**src/sqb_pkg.sv**
```systemverilog
// shared types, constants and sine table for the sprite quad batcher
package sqb_pkg;

    localparam int MAX_BATCHES_DEF   = 16;
    localparam int MAX_TEX_SLOTS_DEF = 32;

    localparam logic [1:0] REQ_DRAW  = 2'd0;
    localparam logic [1:0] REQ_FLUSH = 2'd1;
    localparam logic [1:0] REQ_END   = 2'd2;

    localparam logic CFG_SPRITES_PER_BATCH  = 1'b0;
    localparam logic CFG_TEXTURES_PER_BATCH = 1'b1;

    localparam logic [15:0] SPRITES_PER_BATCH_RESET  = 16'd10000;
    localparam logic [5:0]  TEXTURES_PER_BATCH_RESET = 6'd16;

    localparam int BIDX_W = 8;

    localparam logic [14:0] QSIN [17] = '{
        15'd0, 15'd1606, 15'd3196, 15'd4756, 15'd6270, 15'd7723, 15'd9102, 15'd10394,
        15'd11585, 15'd12665, 15'd13623, 15'd14449, 15'd15137, 15'd15679, 15'd16069,
        15'd16305, 15'd16384
    };

    typedef struct packed {
        logic [4:0]        slot;
        logic              textured;
        logic [BIDX_W-1:0] batch;
        logic [15:0]       count;
        logic              closed;
    } spr_info_t;

    function automatic logic [14:0] sine_quarter(input logic [14:0] q);
        logic [4:0]  idx;
        logic [9:0]  frac;
        logic [14:0] lo;
        logic [14:0] hi;
        logic [10:0] delta;
        logic [21:0] prod;
        idx  = q[14:10];
        frac = q[9:0];
        if (idx[4])
        begin
            return QSIN[16];
        end
        lo    = QSIN[idx[3:0]];
        hi    = QSIN[5'({1'b0, idx[3:0]} + 5'd1)];
        delta = 11'(hi - lo);
        prod  = 22'(delta) * 22'(frac) + 22'd512;
        return 15'(lo + 15'(prod[21:10]));
    endfunction

    function automatic logic signed [15:0] sine_of(input logic [15:0] a);
        logic [14:0] q;
        logic [14:0] v;
        q = a[14] ? 15'(15'd16384 - {1'b0, a[13:0]}) : {1'b0, a[13:0]};
        v = sine_quarter(q);
        return a[15] ? -$signed({1'b0, v}) : $signed({1'b0, v});
    endfunction

endpackage

```
**src/sqb_batch_state.sv**
```systemverilog
// batch indices, per-batch sprite counts and texture slot table
module sqb_batch_state
    import sqb_pkg::*;
#(
    parameter int MAX_BATCHES       = MAX_BATCHES_DEF,
    parameter int MAX_TEXTURE_SLOTS = MAX_TEX_SLOTS_DEF
)
(
    input  logic        clk,
    input  logic        rst_n,
    input  logic        step,
    input  logic [1:0]  req_type,
    input  logic [15:0] texture_id,
    input  logic [15:0] sprites_per_batch,
    input  logic [5:0]  textures_per_batch,
    output spr_info_t   info
);

    localparam int BI_W   = (MAX_BATCHES > 1) ? $clog2(MAX_BATCHES) : 1;
    localparam int SLOT_W = (MAX_TEXTURE_SLOTS > 1) ? $clog2(MAX_TEXTURE_SLOTS) : 1;
    localparam logic [5:0]      SLOTS_MAX = 6'(MAX_TEXTURE_SLOTS);
    localparam logic [BI_W-1:0] LAST_BATCH = BI_W'(MAX_BATCHES - 1);

    logic [BI_W-1:0]   plain_idx_reg;
    logic [BI_W-1:0]   tex_idx_reg;
    logic [15:0]       plain_cnt_reg [MAX_BATCHES];
    logic [15:0]       tex_cnt_reg [MAX_BATCHES];
    logic [15:0]       slot_id_reg [MAX_TEXTURE_SLOTS];
    logic [5:0]        siu_reg;

    logic              textured;
    logic              found;
    logic [SLOT_W-1:0] hit_slot;
    logic [SLOT_W-1:0] new_slot;
    logic [SLOT_W-1:0] slot;
    logic [5:0]        siu_after;
    logic [BI_W-1:0]   batch;
    logic [15:0]       count;
    logic [15:0]       count_new;
    logic              closed;
    logic              draw;

    always_comb
    begin
        textured = (texture_id != 16'd0);
        found    = 1'b0;
        hit_slot = '0;
        for (int i = 0; i < MAX_TEXTURE_SLOTS; i++)
        begin
            if (!found && (6'(i) < siu_reg) && (slot_id_reg[i] == texture_id))
            begin
                found    = 1'b1;
                hit_slot = SLOT_W'(i);
            end
        end
        new_slot  = (siu_reg < SLOTS_MAX) ? SLOT_W'(siu_reg) : SLOT_W'(MAX_TEXTURE_SLOTS - 1);
        slot      = found ? hit_slot : new_slot;
        siu_after = (textured && !found && (siu_reg < SLOTS_MAX)) ? 6'(siu_reg + 6'd1) : siu_reg;
        batch     = textured ? tex_idx_reg : plain_idx_reg;
        count     = textured ? tex_cnt_reg[batch] : plain_cnt_reg[batch];
        count_new = (count == 16'hFFFF) ? count : 16'(count + 16'd1);
        closed    = (count_new >= sprites_per_batch);
        if (textured)
        begin
            closed = closed || ({1'b0, siu_after} >= {1'b0, textures_per_batch})
                     || (siu_after >= SLOTS_MAX);
        end
        else
        begin
            closed = closed || (textures_per_batch == 6'd0);
        end
        info.slot     = textured ? 5'(slot) : 5'd0;
        info.textured = textured;
        info.batch    = BIDX_W'(batch);
        info.count    = count;
        info.closed   = closed;
    end

    assign draw = step && (req_type == REQ_DRAW);

    always_ff @(posedge clk or negedge rst_n)
    begin
        if (!rst_n)
        begin
            plain_idx_reg <= '0;
            tex_idx_reg   <= '0;
            siu_reg       <= '0;
            for (int i = 0; i < MAX_BATCHES; i++)
            begin
                plain_cnt_reg[i] <= '0;
                tex_cnt_reg[i]   <= '0;
            end
        end
        else if (step)
        begin
            unique case (req_type)
                REQ_DRAW:
                begin
                    if (textured)
                    begin
                        tex_cnt_reg[batch] <= count_new;
                        siu_reg <= closed ? 6'd0 : siu_after;
                        if (closed && (tex_idx_reg < LAST_BATCH))
                        begin
                            tex_idx_reg <= BI_W'(tex_idx_reg + 1'b1);
                        end
                    end
                    else
                    begin
                        plain_cnt_reg[batch] <= count_new;
                        if (closed && (plain_idx_reg < LAST_BATCH))
                        begin
                            plain_idx_reg <= BI_W'(plain_idx_reg + 1'b1);
                        end
                    end
                end
                REQ_FLUSH:
                begin
                    siu_reg <= '0;
                    for (int i = 0; i < MAX_BATCHES; i++)
                    begin
                        plain_cnt_reg[i] <= '0;
                        tex_cnt_reg[i]   <= '0;
                    end
                end
                REQ_END:
                begin
                    plain_idx_reg <= '0;
                    tex_idx_reg   <= '0;
                end
                default:
                begin
                end
            endcase
        end
    end

    always_ff @(posedge clk)
    begin
        if (draw && textured && !found)
        begin
            slot_id_reg[new_slot] <= texture_id;
        end
    end

endmodule

```
**config.mk**
```make
export PLATFORM = sky130hd
export DESIGN_NAME = sqb_batch_state
export DESIGN_NICKNAME = d
export VERILOG_FILES = /design/src/sqb_pkg.sv /design/src/sqb_batch_state.sv
export SDC_FILE = /design/constraint.sdc
export NUM_CORES = 2
export LEC_CHECK = 0
export BUFFER_PORTS_ARGS = -buffer_cell sky130_fd_sc_hd__buf_2
export CAP_MARGIN = 10
export CORE_ASPECT_RATIO = 0.6
export CORE_MARGIN = 4
export CORE_UTILIZATION = 30
export CTS_CLUSTER_DIAMETER = 50
export DETAILED_ROUTE_END_ITERATION = 10
export PLACE_DENSITY = 0.41
export SLEW_MARGIN = 20
export SYNTH_ARGS = -nofsm -noshare
export SYNTH_HDL_FRONTEND = slang
export SYNTH_SLANG_ARGS = --single-unit
```
**constraint.sdc**
```tcl
create_clock -name clk -period 15.1 [get_ports clk]
set_clock_uncertainty 0.05 [all_clocks]
set_input_delay 2.265 -clock clk [delete_from_list [all_inputs] [get_ports clk]]
set_output_delay 2.265 -clock clk [all_outputs]
set_load 0.01 [all_outputs]
```
* Yosys cells after proc, flatten, opt, wreduce, memory -nomap -nowiden
Memories as Yosys holds them, arrays and structs flattened. Cells that the tools add are included.
Storage, ports and cells: memories 1, RAM bits 512, logic and storage cells 331, flip-flop bits (word level) 526, input port bits 43, output and inout bits 31
Memories:
- slot_id_reg | depth 32, bits a word 16, read ports 32, clocked after memory_dff 0, write ports 1, RTL line sqb_batch_state.sv:28 | logic [15:0] slot_id_reg [MAX_TEXTURE_SLOTS];
Cells by class: magnitude comparators 40, reduce and logical (&&, ||, !) cells 115, equal/unequal tests 39, add/sub/neg operators 4, bitwise gates (word level) 1, multiplexer cells 96
Operators with widths (count):
- case mux 256 bit (2 select lines) | 2
- bitwise mux 256 bit | 2
- == test 16 bit | 32
- 2-to-1 mux 256 bit | 2
- 2-to-1 mux 5 bit | 33
- binary-select mux 16 bit (select 4 bit) | 2
- 2-to-1 mux 16 bit | 7
- < comparator 5 x 6 -> 1 bit, first input constant | 16
- logical AND 1 bit | 71
- demux 16 bit (select 4 bit) | 1
- < comparator 4 x 6 -> 1 bit, first input constant | 8
- 2-to-1 mux 1 bit | 36
- logical NOT 1 bit | 32
- < comparator 3 x 6 -> 1 bit, first input constant | 4
- 2-to-1 mux 4 bit | 5
- 2-to-1 mux 6 bit | 3
- adder 16 x 1 -> 16 bit, second input constant | 1
- == test 16 bit, second input constant | 1
- greater-or-equal comparator 16 bit | 1
- case mux 4 bit (2 select lines) | 2
- nonzero test 16 bit | 1
- < comparator 1 x 6 -> 1 bit, first input constant | 2
- < comparator 2 x 6 -> 1 bit, first input constant | 2
- case mux 6 bit (2 select lines) | 1
- other kinds (19) | 28

* Longest topological paths before layout
An unclocked memory read counts as a cell.
depth after elaboration 140, gate-level depth with buffers 34, mapped depth without buffers 29

* Least setup slack after synthesis
No wires, ideal clock.
path kind input-to-output, start point input texture_id[5], end point output info[0] in the netlist's numbering, setup slack 4635 ps, cell stages on the path 28, required time 12785 ps, data arrival time 8150 ps, buffers on the path 5, cell sequence buf_2 > nor4_1 > and4_1 > buf_4 > mux2i_1 > inv_2 > buf_4 > mux2i_1 > o221ai_1 > o22ai_1 > a211oi_1 > ha_1 > inv_1 > nor3_1 > nand4_1 > nor4_4 > mux2i_1 > clkbuf_1 > inv_1 > ha_1 > a21o_1 > a21o_1 > a21o_1 > a21oi_1 > o21ai_0 > a211oi_1 > nand2_1 > buf_4
RTL lines:
- start, declared | RTL line sqb_batch_state.sv:13 | input logic [15:0] texture_id,
- end, declared | RTL line sqb_batch_state.sv:16 | output spr_info_t info

==> results.cfg <==
[critical_path]
cp_data_arrival_time_ns = 11.66
cp-start-kind = input port
crit_required_ns = 12.79
crit_type = in2out
slowest_delay_ns = 0.95
critPathSlowestCell = a211oi_1
worstPathMaxFanout = 38
endpoint_kind = output port
rr_worst_depth = 26

[global_route]
antenna_found_initial = 15
grt_pass1_vias = 32561
grt_max_degree = 83
grt_pass1_wl_um = 270000
grt.overflow.total = 0
grtUsageTotal_pct = 22.9

[pwr]
switchingPower_mw = 1.88
irDropWorstVdd_mv = 0.0827
switching_share_pct = 27.7
seqPwrFrac_pct = 44.8
comb_power_share_pct = 10.8
p_clk_share_pct = 44.4
power.density_mw_per_mm2 = 124
total_power_mw = 6.78
internal_power_mw = 4.90
power.leakage_nw = 20.4

[floorplan]
num_rows = 112
die_w_um = 523
die_y_um = 317
ios = 74
die_area_mm2 = 0.166
core_mm2 = 0.157
start_util_pct = 30.4

[sta]
min_period_ns = 13.97
relSlewSlack_pct = 9.96
max_clock_freq_mhz = 71.6
setup-tns-final_ns = 0
hold_viol = 0
whs_ns = 0.426
maxSlewViolCount = 0
setup_viol = 0
rsz0062_at_grt = false
min_period_over_period_pct = 92.5
tightest_slew_ns = 1.34

[cts]
cts.sinks = 1038
clkTransAtPathRegs_ns = 0.06
cts_setup_buffers = 0
cts_hold_buf = 0
root_buffer = clkbuf_16
insertion_delay_ns = 0.78
ctsHtreeMaxLevel = 3
cts_buffer_depth = 3
cts_tree = yes
cts_buffers = 119
cts-resized-gates = 0

[cells_and_area]
largest_reg_flops = 512
layout-drive-gt1-share_pct = 11.3
finalInstanceArea_mm2 = 0.0547
area.growth.synth_to_final_pct = 14.8
utilization_pct = 34.9
fin_nets = 4324

[route]
wire_per_inst_um = 29.5
dr.pass1.iters = 5
ant_nets = 0
remaining_drc_errors = 0
routed_wl_um = 191000
vias = 34608
drt_iter0_drc = 4098
vias_per_cell = 5.35

[flow_run]
cap_violations = 0

[placement]
post_dp_cell_area_mm2 = 0.0507
routabilityCongestion = 0.958
hpwlAfterDp_um = 128000
port_buffers = 69

[min_path]
hold_depth = 2
worst_hold_path_type = reg2reg

[synthesis]
async_flop_share_pct = 50.7
synth_edf_count = 512
syn_area_mm2 = 0.0477
synth_ff_type = dfrtp_1
synth_cell_type_count = 85
postSynthAreaPerCell_um2 = 11.3
ys_warn_count = 0
synth_seq_area_share_pct = 59.9
synth_top_area_cell = edfxtp_1
synth_top_area_share_pct = 32.3
yosys-top-cells-area = edfxtp_1, dfrtp_1, nand2_1
ys_ff_latch = 1038
syn-instance-count = 4215

[outcome]
status = completed
## final timing paths
check	slack, ns	end	from
max in group asynchronous	11.17	tex_cnt_reg[236]	rst_n
hold reg to reg	0.43	tex_cnt_reg[238]	tex_cnt_reg[238]
hold / removal	0.43	tex_cnt_reg[238]	tex_cnt_reg[238]
setup reg to reg	5.30	siu_reg[3]	plain_idx_reg[3]
min in group asynchronous	1.44	plain_cnt_reg[220]	rst_n
setup / recovery	1.13	info[0]	texture_id[15]
## cells by family (layout without fill, tap and decap cells)
logic type	Yosys count	after routing	synth area share (%)
flip-flops	1038	1038	59.9
XOR/XNOR	524	524	9.66
other	1	13	0.00787
multiplexers	188	188	4.39
buffers and inverters	337	475	3.12
AO/OA/AOI/OAI	864	864	10.7
AND/OR/NAND/NOR	1236	1236	11.6
adder cells (fa/ha/maj)	27	27	0.709
## placed cells by master (no fill, tap or decap), types with 9 or more instances in the layout
cell        instances
nand2_1           752
dfrtp_1           523
edfxtp_1          512
o21ai_0           400
xor2_1            290
xnor2_1           227
mux2i_1           141
buf_4             140
nor2_1            128
clkbuf_16         121
a21oi_1           116
nor4_1            107
o21ai_1           105
a22o_1             65
nand4_1            63
buf_2              52
inv_1              51
nor3_1             49
nand3_1            44
o22ai_1            42
ha_1               27
mux2_2             26
clkinv_2           22
o221ai_1           15
clkinv_1           14
mux4_2             14
a21o_1             14
clkbuf_8           13
clkbuf_1           13
nor2b_1            12
or4_1              11
nand2b_1           10
a211oi_1           10
bufinv_16          10
diode_2             9
o2111ai_1           9
clkinvlp_4          9
## synth_stat cells (44+ instances only)
cell	instances
nor3_1	52
xor2_1	294
buf_2	90
nand2_1	753
nor4_1	112
inv_1	51
a22o_1	65
a21oi_1	116
mux2i_1	147
clkbuf_1	145
nand3_1	44
nor2_1	129
xnor2_1	228
o21ai_1	107
dfrtp_1	526
edfxtp_1	512
nand4_1	63
o21ai_0	400
## layout make-up
class,count,area (µm²)
Antenna cell,9,22.5
Clock buffer,147,3260
Clock inverter,76,771
Fill cell,15709,102000
Inverter,56,213
Multi-Input combinational cell,2843,17900
Sequential cell,1038,28500
Tap cell,2109,2640
Timing Repair Buffer,196,1390
## layer usage
metal,vias up,wire [µm],GRT usage [%]
li1,15033,-,-
met1,17845,102000,38.8
met2,1502,65800,26.4
met3,226,19700,7.74
met4,2,3720,4.21
met5,-,12,0
## stage by stage
stage,setup slack (ns),cells
2_1_floorplan,4.64,4218
3_3_place_gp,1.48,6242
3_5_place_dp,1.48,6242
4_1_cts,1.46,6465
5_1_grt,0.934,6468
6_report,1.13,6474
## critical path: cells and delay by family
| family | cells | cell delay, ns |
|---|---|---|
| buffers and inverters | 7 | 1.90 |
| adder cells (fa/ha/maj) | 2 | 0.62 |
| multiplexers | 1 | 0.11 |
| AND/OR/NAND/NOR | 8 | 2.97 |
| AO/OA/AOI/OAI | 9 | 3.41 |
| XOR/XNOR | 1 | 0.22 |
## power by group through the flow
stage	Sequential [mW]	Combinational, mW	Clock, mW
detailed placement	3.09	0.713	0
global placement	3.09	0.719	0
global route	3.04	0.762	3.19
CTS	3.04	0.715	3.07
floorplan	3.08	0.385	0
finish	3.04	0.732	3.01
Note: power is estimated with default switching activity, not from simulation.
